[src/hdl/base64url_codec_macros.svh]
// assertion helpers for the codec modules, used by b64url_back
// both expect clk_i and rst_ni in the scope where they are used
`ifndef BASE64URL_CODEC_MACROS_SVH
`define BASE64URL_CODEC_MACROS_SVH

// condition must hold in the same cycle
`define B64URL_ASSERT_NOW(label, pre, post) \
  label: assert property (@(posedge clk_i) disable iff (!rst_ni) (pre) |-> (post)) \
    else $error("b64url check failed");

// condition must hold in the next cycle
`define B64URL_ASSERT_NEXT(label, pre, post) \
  label: assert property (@(posedge clk_i) disable iff (!rst_ni) (pre) |=> (post)) \
    else $error("b64url check failed");

`endif

[src/hdl/b64url_pkg.sv]
`timescale 1ns / 1ps

package b64url_pkg;

  // configuration port
  localparam int unsigned APB_AW = 3;
  localparam int unsigned APB_DW = 32;
  localparam logic REG_DIRECTION = 1'b0;

  // direction register values
  localparam logic DIR_ENCODE = 1'b0;
  localparam logic DIR_DECODE = 1'b1;

  // status codes
  localparam logic [1:0] ST_OK       = 2'd0;
  localparam logic [1:0] ST_BAD_CHAR = 2'd1;
  localparam logic [1:0] ST_PAD      = 2'd2;

  // alphabet anchors
  localparam logic [7:0] CHAR_UPPER_A = 8'h41;
  localparam logic [7:0] CHAR_UPPER_Z = 8'h5a;
  localparam logic [7:0] CHAR_LOWER_A = 8'h61;
  localparam logic [7:0] CHAR_LOWER_Z = 8'h7a;
  localparam logic [7:0] CHAR_ZERO    = 8'h30;
  localparam logic [7:0] CHAR_NINE    = 8'h39;
  localparam logic [7:0] CHAR_DASH    = 8'h2d;
  localparam logic [7:0] CHAR_UNDER   = 8'h5f;

  // one result word
  typedef struct packed {
    logic [7:0] value;
    logic       has_data;
    logic       stream_end;
    logic [1:0] status;
  } b64url_res_t;

  // all result words caused by one input word
  typedef struct packed {
    logic [1:0]  count;
    b64url_res_t r1;
    b64url_res_t r0;
  } b64url_entry_t;

  // register write toward the front
  typedef struct packed {
    logic wr_en;
    logic direction;
  } b64url_cfg_t;

  // 6-bit group to alphabet character
  function automatic logic [7:0] sextet_to_char(input logic [5:0] v);
    logic [7:0] c;
    if (v < 6'd26) begin
      c = 8'(v) + CHAR_UPPER_A;
    end else if (v < 6'd52) begin
      c = 8'(v) - 8'd26 + CHAR_LOWER_A;
    end else if (v < 6'd62) begin
      c = 8'(v) - 8'd52 + CHAR_ZERO;
    end else if (v == 6'd62) begin
      c = CHAR_DASH;
    end else begin
      c = CHAR_UNDER;
    end
    return c;
  endfunction

  // character to 6-bit group, bit 6 set for a character outside the alphabet
  function automatic logic [6:0] char_to_sextet(input logic [7:0] c);
    logic [6:0] v;
    if (c >= CHAR_UPPER_A && c <= CHAR_UPPER_Z) begin
      v = 7'(c - CHAR_UPPER_A);
    end else if (c >= CHAR_LOWER_A && c <= CHAR_LOWER_Z) begin
      v = 7'(c - CHAR_LOWER_A + 8'd26);
    end else if (c >= CHAR_ZERO && c <= CHAR_NINE) begin
      v = 7'(c - CHAR_ZERO + 8'd52);
    end else if (c == CHAR_DASH) begin
      v = 7'd62;
    end else if (c == CHAR_UNDER) begin
      v = 7'd63;
    end else begin
      v = 7'd64;
    end
    return v;
  endfunction

endpackage

[src/hdl/b64url_front.sv]
`timescale 1ns / 1ps

module b64url_front import b64url_pkg::*; (
  input  logic          clk_i,
  input  logic          rst_ni,
  input  b64url_cfg_t   cfg_i,
  input  logic          accept_i,
  input  logic [7:0]    data_i,
  input  logic          last_i,
  output b64url_entry_t entry_o,
  output logic          entry_valid_o,
  output logic          direction_o
);

  logic        dir_q;
  logic [11:0] buf_q, buf_d;
  logic [3:0]  cnt_q, cnt_d;
  logic        skip_q, skip_d;

  logic [11:0] enc_buf, dec_buf;
  logic [3:0]  enc_cnt, enc_rem, dec_cnt, dec_rem;
  logic [6:0]  sext;
  logic        dec_left;
  b64url_entry_t entry;

  // classify the word and build its result words
  always_comb begin
    entry    = '0;
    buf_d    = buf_q;
    cnt_d    = cnt_q;
    skip_d   = skip_q;
    enc_buf  = {buf_q[3:0], data_i};
    enc_cnt  = cnt_q + 4'd8;
    enc_rem  = enc_cnt - 4'd6;
    sext     = char_to_sextet(data_i);
    dec_buf  = {buf_q[5:0], sext[5:0]};
    dec_cnt  = cnt_q + 4'd6;
    dec_rem  = (dec_cnt >= 4'd8) ? dec_cnt - 4'd8 : dec_cnt;
    dec_left = (dec_buf & ~(12'hfff << dec_rem)) != 12'd0;

    if (dir_q == DIR_ENCODE) begin
      // one or two characters, plus a zero-filled one at the end if bits are left over
      entry.count       = 2'd1;
      entry.r0.value    = sextet_to_char(6'(enc_buf >> enc_rem));
      entry.r0.has_data = 1'b1;
      buf_d             = enc_buf;
      if (enc_cnt == 4'd12) begin
        entry.count       = 2'd2;
        entry.r1.value    = sextet_to_char(enc_buf[5:0]);
        entry.r1.has_data = 1'b1;
        cnt_d             = 4'd0;
      end else begin
        cnt_d = enc_rem;
        if (last_i) begin
          entry.count       = 2'd2;
          entry.r1.value    = sextet_to_char(6'(enc_buf[5:0] << (4'd6 - enc_rem)));
          entry.r1.has_data = 1'b1;
        end
      end
      if (last_i) begin
        if (entry.count == 2'd2) begin
          entry.r1.stream_end = 1'b1;
        end else begin
          entry.r0.stream_end = 1'b1;
        end
        buf_d  = '0;
        cnt_d  = '0;
        skip_d = 1'b0;
      end
    end else if (skip_q) begin
      // dropping words after a bad character
      if (last_i) begin
        entry.count         = 2'd1;
        entry.r0.stream_end = 1'b1;
        entry.r0.status     = ST_BAD_CHAR;
        buf_d               = '0;
        cnt_d               = '0;
        skip_d              = 1'b0;
      end
    end else if (sext[6]) begin
      // character outside the alphabet
      entry.count         = 2'd1;
      entry.r0.stream_end = last_i;
      entry.r0.status     = ST_BAD_CHAR;
      buf_d               = '0;
      cnt_d               = '0;
      skip_d              = !last_i;
    end else begin
      buf_d = dec_buf;
      cnt_d = dec_rem;
      if (dec_cnt >= 4'd8) begin
        entry.count       = 2'd1;
        entry.r0.value    = 8'(dec_buf >> dec_rem);
        entry.r0.has_data = 1'b1;
      end
      // end of stream carries the padding check
      if (last_i) begin
        entry.count         = 2'd1;
        entry.r0.stream_end = 1'b1;
        entry.r0.status     = dec_left ? ST_PAD : ST_OK;
        buf_d               = '0;
        cnt_d               = '0;
        skip_d              = 1'b0;
      end
    end
  end

  // stream state and direction register
  always_ff @(posedge clk_i or negedge rst_ni) begin
    if (!rst_ni) begin
      dir_q  <= DIR_ENCODE;
      buf_q  <= '0;
      cnt_q  <= '0;
      skip_q <= 1'b0;
    end else if (cfg_i.wr_en) begin
      dir_q  <= cfg_i.direction;
      buf_q  <= '0;
      cnt_q  <= '0;
      skip_q <= 1'b0;
    end else if (accept_i) begin
      buf_q  <= buf_d;
      cnt_q  <= cnt_d;
      skip_q <= skip_d;
    end
  end

  assign entry_o       = entry;
  assign entry_valid_o = accept_i && (entry.count != 2'd0);
  assign direction_o   = dir_q;

endmodule

[src/hdl/b64url_fifo.sv]
`timescale 1ns / 1ps

module b64url_fifo import b64url_pkg::*; #(
  parameter int unsigned DEPTH = 2
) (
  input  logic          clk_i,
  input  logic          rst_ni,
  input  logic          wr_en_i,
  input  b64url_entry_t wr_entry_i,
  input  logic          rd_en_i,
  output b64url_entry_t rd_entry_o,
  output logic          empty_o,
  output logic          full_o
);

  localparam int unsigned PW = (DEPTH > 1) ? $clog2(DEPTH) : 1;
  localparam int unsigned CW = $clog2(DEPTH + 1);
  localparam logic [PW-1:0] LAST_PTR = PW'(DEPTH - 1);
  localparam logic [CW-1:0] FULL_CNT = CW'(DEPTH);

  b64url_entry_t   slots_q [DEPTH];
  logic [PW-1:0]   wr_ptr_q, rd_ptr_q;
  logic [CW-1:0]   cnt_q;

  // entry storage
  always_ff @(posedge clk_i) begin
    if (wr_en_i) begin
      slots_q[wr_ptr_q] <= wr_entry_i;
    end
  end

  // pointers and fill level
  always_ff @(posedge clk_i or negedge rst_ni) begin
    if (!rst_ni) begin
      wr_ptr_q <= '0;
      rd_ptr_q <= '0;
      cnt_q    <= '0;
    end else begin
      if (wr_en_i) begin
        wr_ptr_q <= (wr_ptr_q == LAST_PTR) ? '0 : wr_ptr_q + 1'b1;
      end
      if (rd_en_i) begin
        rd_ptr_q <= (rd_ptr_q == LAST_PTR) ? '0 : rd_ptr_q + 1'b1;
      end
      if (wr_en_i && !rd_en_i) begin
        cnt_q <= cnt_q + 1'b1;
      end else if (rd_en_i && !wr_en_i) begin
        cnt_q <= cnt_q - 1'b1;
      end
    end
  end

  assign rd_entry_o = slots_q[rd_ptr_q];
  assign empty_o    = (cnt_q == '0);
  assign full_o     = (cnt_q == FULL_CNT);

endmodule

[src/hdl/b64url_back.sv]
`timescale 1ns / 1ps
`include "base64url_codec_macros.svh"

module b64url_back import b64url_pkg::*; (
  input  logic          clk_i,
  input  logic          rst_ni,
  input  b64url_entry_t head_i,
  input  logic          head_empty_i,
  output logic          deq_o,
  input  logic          pop_i,
  output b64url_res_t   res_o,
  output logic          empty_o
);

  b64url_res_t out_q;
  logic        valid_q;
  logic        idx_q;
  logic        load;
  logic        entry_done;

  // move the next result word into the output register
  assign load       = !head_empty_i && (!valid_q || pop_i);
  assign entry_done = idx_q || (head_i.count == 2'd1);
  assign deq_o      = load && entry_done;

  always_ff @(posedge clk_i or negedge rst_ni) begin
    if (!rst_ni) begin
      valid_q <= 1'b0;
      idx_q   <= 1'b0;
    end else if (load) begin
      valid_q <= 1'b1;
      idx_q   <= !entry_done;
    end else if (pop_i) begin
      valid_q <= 1'b0;
    end
  end

  // output word, no reset needed
  always_ff @(posedge clk_i) begin
    if (load) begin
      out_q <= idx_q ? head_i.r1 : head_i.r0;
    end
  end

  assign res_o   = out_q;
  assign empty_o = !valid_q;

  // second word pending only for a queued two-word entry
  `B64URL_ASSERT_NOW(a_idx_two_words, idx_q, !head_empty_i && head_i.count == 2'd2)
  // queued entries always carry a word
  `B64URL_ASSERT_NOW(a_head_nonzero, !head_empty_i, head_i.count != 2'd0)
  // finishing an entry restarts at its first word
  `B64URL_ASSERT_NEXT(a_deq_resets_idx, deq_o, !idx_q)

endmodule

[src/hdl/base64url_codec.sv]
`timescale 1ns / 1ps

// Streaming URL-safe base64 (A-Z, a-z, 0-9, '-', '_') encoder and decoder without
// padding. Register 0 (direction) selects encode (0) or decode (1); writing it starts
// a new stream. Each input word yields zero, one or two result words: encoding gives
// one or two characters per byte plus, on the last byte, a zero-filled character
// when bits are left over, decoding gives a byte per full 8 bits, status 1 for a bad
// character (the rest of the stream up to its last word is dropped, then one status
// word closes it) and status 2 for nonzero leftover bits at the end. A new input
// word is taken every cycle while the entry queue has room; the result port
// delivers one word per cycle while pop is held and a result is queued, and
// decoding runs at one character per cycle while results are popped. Results pass
// through the entry queue and then the output register to the result port.
module base64url_codec import b64url_pkg::*; #(
  parameter int unsigned QUEUE_DEPTH = 2
) (
  input  logic              clk_i,
  input  logic              rst_ni,
  // input queue side
  input  logic              push,
  output logic              full,
  input  logic [7:0]        data_value_i,
  input  logic              is_last_i,
  // result queue side
  output logic              empty,
  input  logic              pop,
  output logic [7:0]        out_value_o,
  output logic              has_data_o,
  output logic              stream_end_o,
  output logic [1:0]        status_o,
  // configuration port
  input  logic              psel,
  input  logic              penable,
  input  logic              pwrite,
  input  logic [APB_AW-1:0] paddr,
  input  logic [APB_DW-1:0] pwdata,
  output logic [APB_DW-1:0] prdata,
  output logic              pready
);

  b64url_cfg_t   cfg;
  b64url_entry_t entry, head;
  b64url_res_t   res;
  logic          accept;
  logic          entry_valid;
  logic          head_empty;
  logic          deq;
  logic          q_full;
  logic          direction;
  logic          reg_hit;

  // register access
  assign pready        = 1'b1;
  assign reg_hit       = (paddr[2] == REG_DIRECTION);
  assign cfg.wr_en     = psel && penable && pwrite && pready && reg_hit;
  assign cfg.direction = pwdata[0];
  assign prdata        = reg_hit ? {{(APB_DW - 1){1'b0}}, direction} : '0;

  assign full   = q_full;
  assign accept = push && !q_full;

  b64url_front u_front (
    .clk_i         (clk_i),
    .rst_ni        (rst_ni),
    .cfg_i         (cfg),
    .accept_i      (accept),
    .data_i        (data_value_i),
    .last_i        (is_last_i),
    .entry_o       (entry),
    .entry_valid_o (entry_valid),
    .direction_o   (direction)
  );

  b64url_fifo #(
    .DEPTH (QUEUE_DEPTH)
  ) u_fifo (
    .clk_i      (clk_i),
    .rst_ni     (rst_ni),
    .wr_en_i    (entry_valid),
    .wr_entry_i (entry),
    .rd_en_i    (deq),
    .rd_entry_o (head),
    .empty_o    (head_empty),
    .full_o     (q_full)
  );

  b64url_back u_back (
    .clk_i        (clk_i),
    .rst_ni       (rst_ni),
    .head_i       (head),
    .head_empty_i (head_empty),
    .deq_o        (deq),
    .pop_i        (pop),
    .res_o        (res),
    .empty_o      (empty)
  );

  assign out_value_o  = res.value;
  assign has_data_o   = res.has_data;
  assign stream_end_o = res.stream_end;
  assign status_o     = res.status;

endmodule

[config.mk]
export PLATFORM = sky130hd
export DESIGN_NAME = base64url_codec
export DESIGN_NICKNAME = d
export VERILOG_FILES = /design/src/hdl/b64url_pkg.sv /design/src/hdl/b64url_front.sv /design/src/hdl/b64url_fifo.sv /design/src/hdl/b64url_back.sv /design/src/hdl/base64url_codec.sv
export VERILOG_INCLUDE_DIRS = /design/src /design/src/hdl
export SDC_FILE = /design/constraint.sdc
export NUM_CORES = 1
export LEC_CHECK = 0
export BUFFER_PORTS_ARGS = -buffer_cell sky130_fd_sc_hd__buf_4
export CAP_MARGIN = 20
export CORE_AREA = 2 2 113 198
export DETAILED_ROUTE_END_ITERATION = 8
export DIE_AREA = 0 0 115 200
export GPL_ROUTABILITY_DRIVEN = 1
export SLEW_MARGIN = 20
export SYNTH_ARGS = -nofsm -noshare
export SYNTH_HDL_FRONTEND = slang
export SYNTH_SLANG_ARGS = --single-unit
[constraint.sdc]
create_clock -name clk_i -period 5.1 [get_ports clk_i]
set_clock_uncertainty 0.05 [all_clocks]
set_input_delay 0.765 -clock clk_i [delete_from_list [all_inputs] [get_ports clk_i]]
set_output_delay 0.765 -clock clk_i [all_outputs]
set_load 0.01 [all_outputs]
==> parameters.txt, run 1 <==
Parameter                              Value

Status
  Run status ... complete, no violations

Clock tree
  Total clock sinks ... 75
  CTS tree ... built
  Cts-stage hold buffer count ... 0
  CTS root buffer ... clkbuf_16
  Number of buffers inserted during clock tree synthesis ... 9
  Clock latency on the worst-skew pair ... 0.32 ns
  Quantity of gates resized following cts ... 0
  Maximum buffer depth of the clock tree ... 2
  H-tree Lvls ... 3
  Clock-pin slew reported for the worst setup and hold paths after clock tree synthesis ... 0.06 ns
  Post CTS Setup Buffer Count ... 0

Synth
  Yosys top cell area share ... 0.275
  Yosys Warn Count ... 0
  Ys flop type ... edfxtp_1
  Post-synthesis cell type with the largest combined area ... edfxtp_1
  Number of register bits inferred by synthesis ... 75
  Number of distinct standard cells referenced by the synthesized netlist ... 85
  Post-Syn Instances ... 671
  Area of the mapped netlist ... 6330 sq um
  Fraction of the yosys area taken by sequential cells ... 0.342
  Post-synth EDFFs ... 58
  Area contributors post-synth ... edfxtp_1 (28%), ha_1 (7.1%), dfrtp_1 (6.7%)
  Mean instance size in the synthesized netlist ... 9.44 sq um
  FFs w/ async S/R, synth ... 0.227

Place
  Dpl cell area ... 6700 sq um
  Post-place setup slack ... 0.708 ns
  IO buf count ... 32
  Final weighted congestion in routability-driven placement ... 0.990
  Dpl hpwl ... 13700 microns

STA
  Achievable Freq ... 219 MHz
  Total negative setup slack ... 0 ns
  Final number of hold-violating endpoints ... 0
  Slew @ Worst Pin ... about 1.1 ns
  Worst Hold Margin ... ~0.25 ns
  Setup Viol. Count Final ... 0
  Relative slew slack ... 0.238
  Period Utilization, post-route ... 0.894
  Post-layout worst setup margin ... 0.539 ns
  Final min period ... roughly 4.6 ns
  Unrepaired setup endpoints after global routing ... no
  Count of pins over their slew limit ... 0

Worst hold path
  Hold Path Class ... in -> async

Drt
  Drc violations ... 0
  Detail Route Antenna Nets ... 0
  Wire length after detailed routing ... 17900 microns
  DRC marker count from the first detailed-route iteration ... 268
  Routed wire per std cell ... 18.8 microns
  First-pass DRT Iterations ... 5
  Per-cell via count in the routed design ... around 5.6
  Total vias in the final route ... 5324

Final layout
  Leading cell type in the layout, fill and taps excluded ... edfxtp_1
  Final nets ... a little under 800
  Share of cells above drive strength 1 ... 0.155
  Filler Cells Inserted ... 2231
  Multi-input gate area in the final layout ... roughly 3800 sq um
  Sequential cell area ... 2170 sq um
  N_diodes ... 0
  Top library cells by usage in the layout, fill and taps aside ... edfxtp_1 (58), nand2_1 (52), buf_4 (45)
  Summed area of non-filler cells in the final layout ... 6980 sq um
  Area Overhead vs Synth ... 10.3%

Floorplan
  Starting utilization of the core area ... 0.297
  Floorplan core area ... 21300 sq um
  Number of placement rows ... 71
  Overall die width ... 115 microns
  Count of boundary I/O pins ... 98
  DIE HEIGHT ... 200 microns
  Die footprint ... approximately 23000 sq um

Pwr
  Power Density ... 694 nW/um^2
  IR drop worst, VDD ... 176 uV
  Final total power ... 4850 uW
  Leakage ... approximately 0.0027 uW

GRT
  Remaining Overflow, GRT ... 0
  First-pass GRT wire length ... 27800 microns
  Largest net degree at the start of global routing ... 37
  Initial antenna violation count ... 0
  Number of global-route vias before repair ... 5203
  Global-route usage over all layers ... 0.156

Critical path
  Type of the worst setup path ... reg -> reg
  Register-to-register setup slack ... 0.54 ns
  Arrival time worst endpoint ... 4.68 ns
  Largest fanout on the critical path ... 11
  Category of the worst setup path launch point ... register
  Worst Path Required ... 5.22 ns
  Critical path endpoint category ... register

Run
  Count of maximum capacitance violations ... 0
logic make-up after synthesis:
kind of cell	share of synthesized area
mux	0.0830
xor+xnor	0.0413
buf+inv	0.0844
other cells	0.00119
flops	0.342
fa+ha+maj	0.0711
simple gates	0.171
compound gates	0.206
path summary, 6_finish.rpt:
kind | start | depth (start not counted) | endpoint
max in group asynchronous | rst_ni | 1 | u_front.buf_q[4]
min in group clk_i | u_fifo.cnt_q[1] | 1 | u_fifo.cnt_q[1]
max reg2reg | u_front.cnt_q[1] | 10 | u_fifo.slots_q[0][15]
max | u_front.cnt_q[1] | 10 | u_fifo.slots_q[0][15]
min reg2reg | u_fifo.cnt_q[1] | 1 | u_fifo.cnt_q[1]
min | rst_ni | 1 | u_front.skip_q
routing by layer:
| metal | up-vias | wire length (microns) | global-route usage |
|---|---|---|---|
| li1 | 2511 | - | - |
| met5 | - | 0 | 0 |
| met1 | 2548 | 6310 | 0.156 |
| met4 | 0 | 1040 | 0.0968 |
| met3 | 56 | 682 | 0.0184 |
| met2 | 209 | 9860 | 0.301 |
worst max-delay path, cell delays in order, from the launching register on:
cell	delay, ns
dfrtp_1	0.39
clkinv_1	0.10
ha_1	0.30
clkinv_1	0.24
ha_1	0.50
or3_1	0.56
ha_1	0.34
nor4_1	0.63
a31oi_1	0.46
a2111oi_0	0.61
o21a_1	0.23
layout make-up:
class	instances	share of cell area
Multi-Input combinational cell	528	0.538
Timing Repair Buffer	45	0.0484
Clock buffer	9	0.0323
Tap cell	255	0.0457
Inverter	32	0.0172
Sequential cell	75	0.310
Clock inverter	7	0.00842
registers in the layout (all words and copies together), names as in the netlist:
| register | count |
|---|---|
| u_fifo.slots_q | 46 |
| u_fifo.cnt_q | 2 |
| u_back.idx_q | 1 |
| u_fifo.rd_ptr_q | 1 |
| u_front.skip_q | 1 |
| u_front.direction_o | 1 |
| u_front.buf_q | 6 |
| u_front.cnt_q | 3 |
| u_back.valid_q | 1 |
| u_fifo.wr_ptr_q | 1 |
| u_back.res_o | 12 |
per-stage QoR:
step,utilization,cells
2_1_floorplan,-,703
3_3_place_gp,0.314,935
3_5_place_dp,0.314,935
4_1_cts,0.327,951
5_1_grt,0.327,951
6_report,0.327,951
cells in the mapped netlist, drive strengths merged, types with 5 or more instances:
| cell | instances |
|---|---|
| nor4 | 9 |
| clkbuf | 20 |
| nor2b | 9 |
| and3 | 7 |
| nand4 | 8 |
| mux2i | 15 |
| xnor2 | 16 |
| a211oi | 5 |
| mux4 | 13 |
| a21oi | 41 |
| a21o | 6 |
| nand2 | 52 |
| o221ai | 6 |
| buf | 48 |
| nor3 | 23 |
| edfxtp | 58 |
| nand2b | 15 |
| dfrtp | 17 |
| a221oi | 6 |
| ha | 36 |
| a31oi | 12 |
| nand3b | 5 |
| o21ai | 48 |
| xor2 | 13 |
| o211ai | 9 |
| inv | 30 |
| nand3 | 19 |
| nor2 | 42 |
| mux2 | 7 |
report_power, final:
part           total, uW  switching [uW]  internal, uW
logic               3070            1880          1180
clock network        600             228           371
registers           1180             158          1020
Power figures use the tool's default switching activity.
==> inputs of run 2 (changes only) <==
Settings changed: CTS_BUF_LIST from default to sky130_fd_sc_hd__clkbuf_2 sky130_fd_sc_hd__clkbuf_4 sky130_fd_sc_hd__clkbuf_8.
==> run 2 against run 1 <==
Net effect:
- combinational power hardly changed
- wire length is 0.18% lower
- via count hardly changed
- clock-buffer cell count stayed put
- non-clock buffer count stayed put
- worst hold slack worse by 0.018 ns
- utilization is 0.48 points lower
- setup slack better by 0.090 ns
- critical path type unchanged
- critical endpoint is now u_fifo.slots_q[0][17]
- largest power group unchanged
- highest routed layer unchanged
==> parameters.txt, run 2 (same netlist as run 1, synthesis figures left out) <==
Parameter                              Value

Status
  Run status ... complete, no violations (unchanged)

GRT
  Global-route usage over all layers ... 0.156 (about the same)
  Largest net degree at the start of global routing ... 37 (unchanged)
  Number of global-route vias before repair ... 5178 (was 5203)
  Initial antenna violation count ... 0 (unchanged)
  First-pass GRT wire length ... 27700 microns (was 27800 microns)
  Remaining Overflow, GRT ... 0 (unchanged)

Final layout
  Leading cell type in the layout, fill and taps excluded ... edfxtp_1 (unchanged)
  N_diodes ... 0 (unchanged)
  Flip-flop count of the largest register, all copies and words added ... 46 (unchanged)
  Filler Cells Inserted ... 2250 (was 2231)
  Final nets ... 778 (unchanged)
  Top library cells by usage in the layout, fill and taps aside ... edfxtp_1 (58), nand2_1 (52), buf_4 (45) (unchanged)
  Area Overhead vs Synth ... 8.66% (was 10.3%)
  Sequential cell area ... 2170 sq um (unchanged)
  Biggest register ... u_fifo.slots_q (unchanged)
  Multi-input gate area in the final layout ... 3750 sq um (unchanged)
  Summed area of non-filler cells in the final layout ... 6880 sq um (was 6980 sq um)
  Share of cells above drive strength 1 ... 0.155 (unchanged)

Floorplan
  Starting utilization of the core area ... 0.297 (unchanged)
  Count of boundary I/O pins ... 98 (unchanged)
  Floorplan core area ... 21300 sq um (unchanged)
  Number of placement rows ... 71 (unchanged)
  Overall die width ... 115 microns (unchanged)
  Die footprint ... 23000 sq um (unchanged)
  DIE HEIGHT ... 200 microns (unchanged)

Critical path
  Crit path cell chain ... clkinv_1, ha_1, clkinv_1, ha_1, or3_1, ha_1, nor4_1, a31oi_1, o21ai_0, o31ai_1, o221a_2 (was clkinv_1, ha_1, clkinv_1, ha_1, or3_1, ha_1, nor4_1, a31oi_1, a2111oi_0, o21a_1)
  Register-to-register setup slack ... 0.63 ns (was 0.54 ns)
  Largest stage delay on the critical path ... 0.58 ns (was 0.63 ns)
  Category of cells accounting for the largest share of critical-path delay ... compound AO/OA/AOI/OAI gates (unchanged)
  Worst Path Required ... 5.13 ns (was 5.22 ns)
  Arrival time worst endpoint ... 4.50 ns (was 4.68 ns)
  Most prevalent standard cell on the critical path ... ha_1 (unchanged)
  Critical path endpoint category ... register (unchanged)
  Type of the worst setup path ... reg -> reg (unchanged)
  Buffering stage count on the worst path with inverters included ... 2 (unchanged)
  Largest fanout on the critical path ... 11 (unchanged)
  Category of the worst setup path launch point ... register (unchanged)
  Slowest stage cell on the critical path ... nor4_1 (unchanged)

STA
  Count of pins over their slew limit ... 0 (unchanged)
  Relative slew slack ... 0.256 (was 0.238)
  Final min period ... 4.47 ns (was 4.56 ns)
  Achievable Freq ... 224 MHz (was 219 MHz)
  Period Utilization, post-route ... 0.877 (was 0.894)
  Total negative setup slack ... 0 ns (unchanged)
  Setup Viol. Count Final ... 0 (unchanged)
  Final number of hold-violating endpoints ... 0 (unchanged)
  Slew @ Worst Pin ... 1.09 ns (was 1.11 ns)
  Unrepaired setup endpoints after global routing ... no (unchanged)

Drt
  Detail Route Antenna Nets ... 0 (unchanged)
  Wire length after detailed routing ... 17900 microns (about the same)
  Total vias in the final route ... 5326 (was 5324)
  DRC marker count from the first detailed-route iteration ... 225 (was 268)
  First-pass DRT Iterations ... 5 (unchanged)
  Routed wire per std cell ... 18.8 microns (about the same)
  Drc violations ... 0 (unchanged)
  Per-cell via count in the routed design ... 5.60 (about the same)

Pwr
  Power Density ... 679 nW/um^2 (was 694 nW/um^2)
  IR drop worst, VDD ... 166 uV (was 176 uV)
  Leakage ... 0.00262 uW (was 0.00266 uW)

Clock tree
  Maximum buffer depth of the clock tree ... 2 (unchanged)
  H-tree Lvls ... 3 (unchanged)
  Post CTS Setup Buffer Count ... 0 (unchanged)
  Number of buffers inserted during clock tree synthesis ... 9 (unchanged)
  Clock-pin slew reported for the worst setup and hold paths after clock tree synthesis ... 0.08 ns (was 0.06 ns)
  CTS root buffer ... clkbuf_8 (was clkbuf_16)
  Cts-stage hold buffer count ... 0 (unchanged)
  Clock latency on the worst-skew pair ... 0.34 ns (was 0.32 ns)
  CTS tree ... built (unchanged)
  Quantity of gates resized following cts ... 0 (unchanged)
  Total clock sinks ... 75 (unchanged)

Run
  Count of maximum capacitance violations ... 0 (unchanged)

Place
  Dpl cell area ... 6700 sq um (unchanged)
  IO buf count ... 32 (unchanged)
  Dpl hpwl ... 13700 microns (unchanged)
  Final weighted congestion in routability-driven placement ... 0.990 (unchanged)

Worst hold path
  Hold Path Class ... in -> async (unchanged)
[run 2: metrics by stage]
stage | util | total power (uW) | worst slack, ns | hold WS (ns) | cells
2_1_floorplan | - | 3410 | 0.523 | 0.405 | 703
3_3_place_gp | 0.314 | 4180 | 0.683 | 0.430 | 935
3_5_place_dp | 0.314 | 4210 | 0.708 | 0.438 | 935
4_1_cts | 0.323 | 4650 | 0.659 | 0.224 | 951
5_1_grt | 0.323 | 5000 | 0.333 | 0.235 | 951
6_report | 0.323 | 4670 | 0.628 | 0.235 | 951
[run 2: area by class of cell]
class / count / share of cell area
inverter: 32 / 0.0175
sequential: 75 / 0.315
clock inverter: 7 / 0.00855
clock buffer: 9 / 0.0180
tap: 255 / 0.0464
timing repair buffer: 45 / 0.0491
multi-input combinational: 528 / 0.545
[run 2: worst paths after layout]
| check | startpoint | end | cells past startpoint |
|---|---|---|---|
| worst max-delay path | u_front.cnt_q[1] | u_fifo.slots_q[0][17] | 11 |
| max in group asynchronous | rst_ni | u_front.buf_q[4] | 1 |
| worst min-delay path | rst_ni | u_front.direction_o | 1 |
| min in group clk_i | u_fifo.cnt_q[1] | u_fifo.cnt_q[1] | 1 |
| worst max register to register | u_front.cnt_q[1] | u_fifo.slots_q[0][17] | 11 |
| worst min register to register | u_fifo.cnt_q[1] | u_fifo.cnt_q[1] | 1 |
[run 2: layer usage]
metal,track usage,share of wire
met1,0.157,0.35
met2,0.300,0.55
met3,0.0178,0.036
met4,0.0933,0.057
met5,0,0
[run 2: power by group]
group | leakage, uW | total (uW) | switching (uW) | internal [uW]
Combinational | 0.00177 | 3060 | 1880 | 1180
Sequential | 0.000757 | 1180 | 158 | 1020
Clock | 0.0000915 | 429 | 209 | 219
==> inputs of run 3 (changes only) <==
Settings changed: CORE_AREA 2 2 113 198 to 2 2 105 183, CTS_BUF_LIST sky130_fd_sc_hd__clkbuf_2 sky130_fd_sc_hd__clkbuf_4 sky130_fd_sc_hd__clkbuf_8 to sky130_fd_sc_hd__clkbuf_8, DIE_AREA 0 0 115 200 to 0 0 107 185, GPL_ROUTABILITY_DRIVEN 1 to 0.
==> run 3 against run 2 <==
Net effect:
- wire length shrank 1.1%
- power grew 1.1%
- global-route usage grew 2.3 points
- register-to-register slack lost 0.13 ns
- combinational power is essentially flat
- non-clock buffer count grew 1
- via count grew 0.79%
- critical path type unchanged
- largest cell class unchanged
==> parameters.txt, run 3 (same netlist as run 1, synthesis figures left out) <==
Parameter                              Value

Drt
  Detail Route Antenna Nets ... 0 (unchanged)
  Drc violations ... 0 (unchanged)
  Per-cell via count in the routed design ... 5.74 (was 5.60)
  Wire length after detailed routing ... 17700 microns (was 17900 microns)
  Total vias in the final route ... 5368 (was 5326)
  Routed wire per std cell ... 18.9 microns (was 18.8 microns)
  First-pass DRT Iterations ... 5 (unchanged)
  DRC marker count from the first detailed-route iteration ... 398 (was 225)

Pwr
  Final total power ... 4720 uW (was 4670 uW)
  Leakage ... 0.00264 uW (was 0.00262 uW)
  Power Density ... 685 nW/um^2 (was 679 nW/um^2)
  IR drop worst, VDD ... 196 uV (was 166 uV)

STA
  Final number of hold-violating endpoints ... 0 (unchanged)
  Relative slew slack ... 0.300 (was 0.256)
  Post-layout worst setup margin ... 0.498 ns (was 0.628 ns)
  Slew @ Worst Pin ... 1.02 ns (was 1.09 ns)
  Total negative setup slack ... 0 ns (unchanged)
  Achievable Freq ... 217 MHz (was 224 MHz)
  Final min period ... 4.60 ns (was 4.47 ns)
  Period Utilization, post-route ... 0.902 (was 0.877)
  Setup Viol. Count Final ... 0 (unchanged)
  Count of pins over their slew limit ... 0 (unchanged)
  Unrepaired setup endpoints after global routing ... no (unchanged)

Final layout
  Final nets ... 779 (was 778)
  Flip-flop count of the largest register, all copies and words added ... 46 (unchanged)
  Share of the core filled with cells ... 0.374 (was 0.323)
  Biggest register ... u_fifo.slots_q (unchanged)
  Share of cells above drive strength 1 ... 0.158 (was 0.155)
  Top library cells by usage in the layout, fill and taps aside ... edfxtp_1 (58), nand2_1 (52), buf_4 (46) (was edfxtp_1 (58), nand2_1 (52), buf_4 (45))
  Post-route insts no fill ... 935 (was 951)
  N_diodes ... 0 (unchanged)
  Leading cell type in the layout, fill and taps excluded ... edfxtp_1 (unchanged)
  Area Overhead vs Synth ... 8.81% (was 8.66%)
  Filler Cells Inserted ... 1862 (was 2250)

Floorplan
  Overall die width ... 107 microns (was 115 microns)
  Die footprint ... 19800 sq um (was 23000 sq um)
  Number of placement rows ... 66 (was 71)
  Floorplan core area ... 18400 sq um (was 21300 sq um)
  DIE HEIGHT ... 185 microns (was 200 microns)
  Count of boundary I/O pins ... 98 (unchanged)
  Starting utilization of the core area ... 0.344 (was 0.297)

GRT
  First-pass GRT wire length ... 27300 microns (was 27700 microns)
  Number of global-route vias before repair ... 5157 (was 5178)
  Largest net degree at the start of global routing ... 37 (unchanged)
  Initial antenna violation count ... 0 (unchanged)
  Global-route usage over all layers ... 0.179 (was 0.156)
  Remaining Overflow, GRT ... 0 (unchanged)

Critical path
  Type of the worst setup path ... reg -> reg (unchanged)
  Category of the worst setup path launch point ... register (unchanged)
  Worst Path Required ... 5.23 ns (was 5.13 ns)
  Most prevalent standard cell on the critical path ... ha_1 (unchanged)
  Crit path cell chain ... clkinv_1, buf_4, ha_1, clkinv_1, ha_1, or3_1, ha_1, nor4_1, a31oi_1, a2111oi_0, o21a_1 (was clkinv_1, ha_1, clkinv_1, ha_1, or3_1, ha_1, nor4_1, a31oi_1, o21ai_0, o31ai_1, o221a_2)
  Critical path endpoint category ... register (unchanged)
  Slowest stage cell on the critical path ... a2111oi_0 (was nor4_1)
  Largest stage delay on the critical path ... 0.57 ns (was 0.58 ns)
  Arrival time worst endpoint ... 4.74 ns (was 4.50 ns)
  Largest fanout on the critical path ... 11 (unchanged)

Clock tree
  Clock-pin slew reported for the worst setup and hold paths after clock tree synthesis ... 0.08 ns (about the same)
  Cts-stage hold buffer count ... 0 (unchanged)
  H-tree Lvls ... 3 (unchanged)
  CTS tree ... built (unchanged)
  Clock latency on the worst-skew pair ... 0.35 ns (was 0.34 ns)
  Quantity of gates resized following cts ... 0 (unchanged)
  Post CTS Setup Buffer Count ... 0 (unchanged)
  Number of buffers inserted during clock tree synthesis ... 9 (unchanged)
  Total clock sinks ... 75 (unchanged)
  Maximum buffer depth of the clock tree ... 2 (unchanged)
  CTS root buffer ... clkbuf_8 (unchanged)

Place
  Post-Place Cells ... 919 (was 935)
  IO buf count ... 32 (unchanged)
  Post-place setup slack ... 0.574 ns (was 0.708 ns)
  Dpl hpwl ... 13400 microns (was 13700 microns)

Worst hold path
  Hold Path Class ... in -> async (unchanged)

Run
  Count of maximum capacitance violations ... 0 (unchanged)

Status
  Run status ... complete, no violations (unchanged)
-- run 3: through the flow --
| step | hold WS [ns] | cell area, sq um |
|---|---|---|
| after global placement | 0.436 | 6680 |
| after CTS | 0.215 | 6890 |
| after floorplan | 0.405 | 6450 |
| final | 0.224 | 6890 |
| after global routing | 0.226 | 6890 |
| after detailed placement | 0.445 | 6680 |
-- run 3: final timing paths --
path	from	end	slack (ns)	cells past startpoint
setup / recovery	u_front.cnt_q[1]	u_fifo.slots_q[0][15]	0.50	11
hold / removal	rst_ni	u_front.skip_q	0.22	1
setup reg to reg	u_front.cnt_q[1]	u_fifo.slots_q[0][15]	0.50	11
hold reg to reg	u_fifo.wr_ptr_q	u_fifo.wr_ptr_q	0.45	1
max in group asynchronous	rst_ni	u_fifo.rd_ptr_q	4.57	1
min in group clk_i	u_fifo.wr_ptr_q	u_fifo.wr_ptr_q	0.45	1
-- run 3: critical path, delay by kind of cell, from the launching register on --
family,cells,cell delay (ns)
DFF,1,0.36
adders and majority gates,3,1.16
AOI/OAI and AO/OA,3,1.26
buffers and inverters,3,0.48
and+or+nand+nor,2,1.11
-- run 3: per-layer routing --
layer  wire length [microns]  track usage  up-vias
met4                    1110        0.114        0
met3                     716       0.0208       69
met1                    6300        0.176     2569
met5                       0            0        -
met2                    9530        0.345      228
li1                        -            -     2502
-- run 3: layout make-up --
class                           instances  area [sq um]  area share
Tap cell                              238           298      0.0432
Inverter                               32           120      0.0174
Multi-Input combinational cell        528          3750       0.545
Timing Repair Buffer                   46           345      0.0501
Clock buffer                            9           124      0.0180
Sequential cell                        75          2170       0.315
Clock inverter                          7          82.6      0.0120
-- run 3: power breakdown --
| part | internal, uW | total, uW | switching (uW) |
|---|---|---|---|
| Sequential | 1020 | 1190 | 168 |
| Clock | 269 | 478 | 209 |
| Combinational | 1190 | 3050 | 1870 |
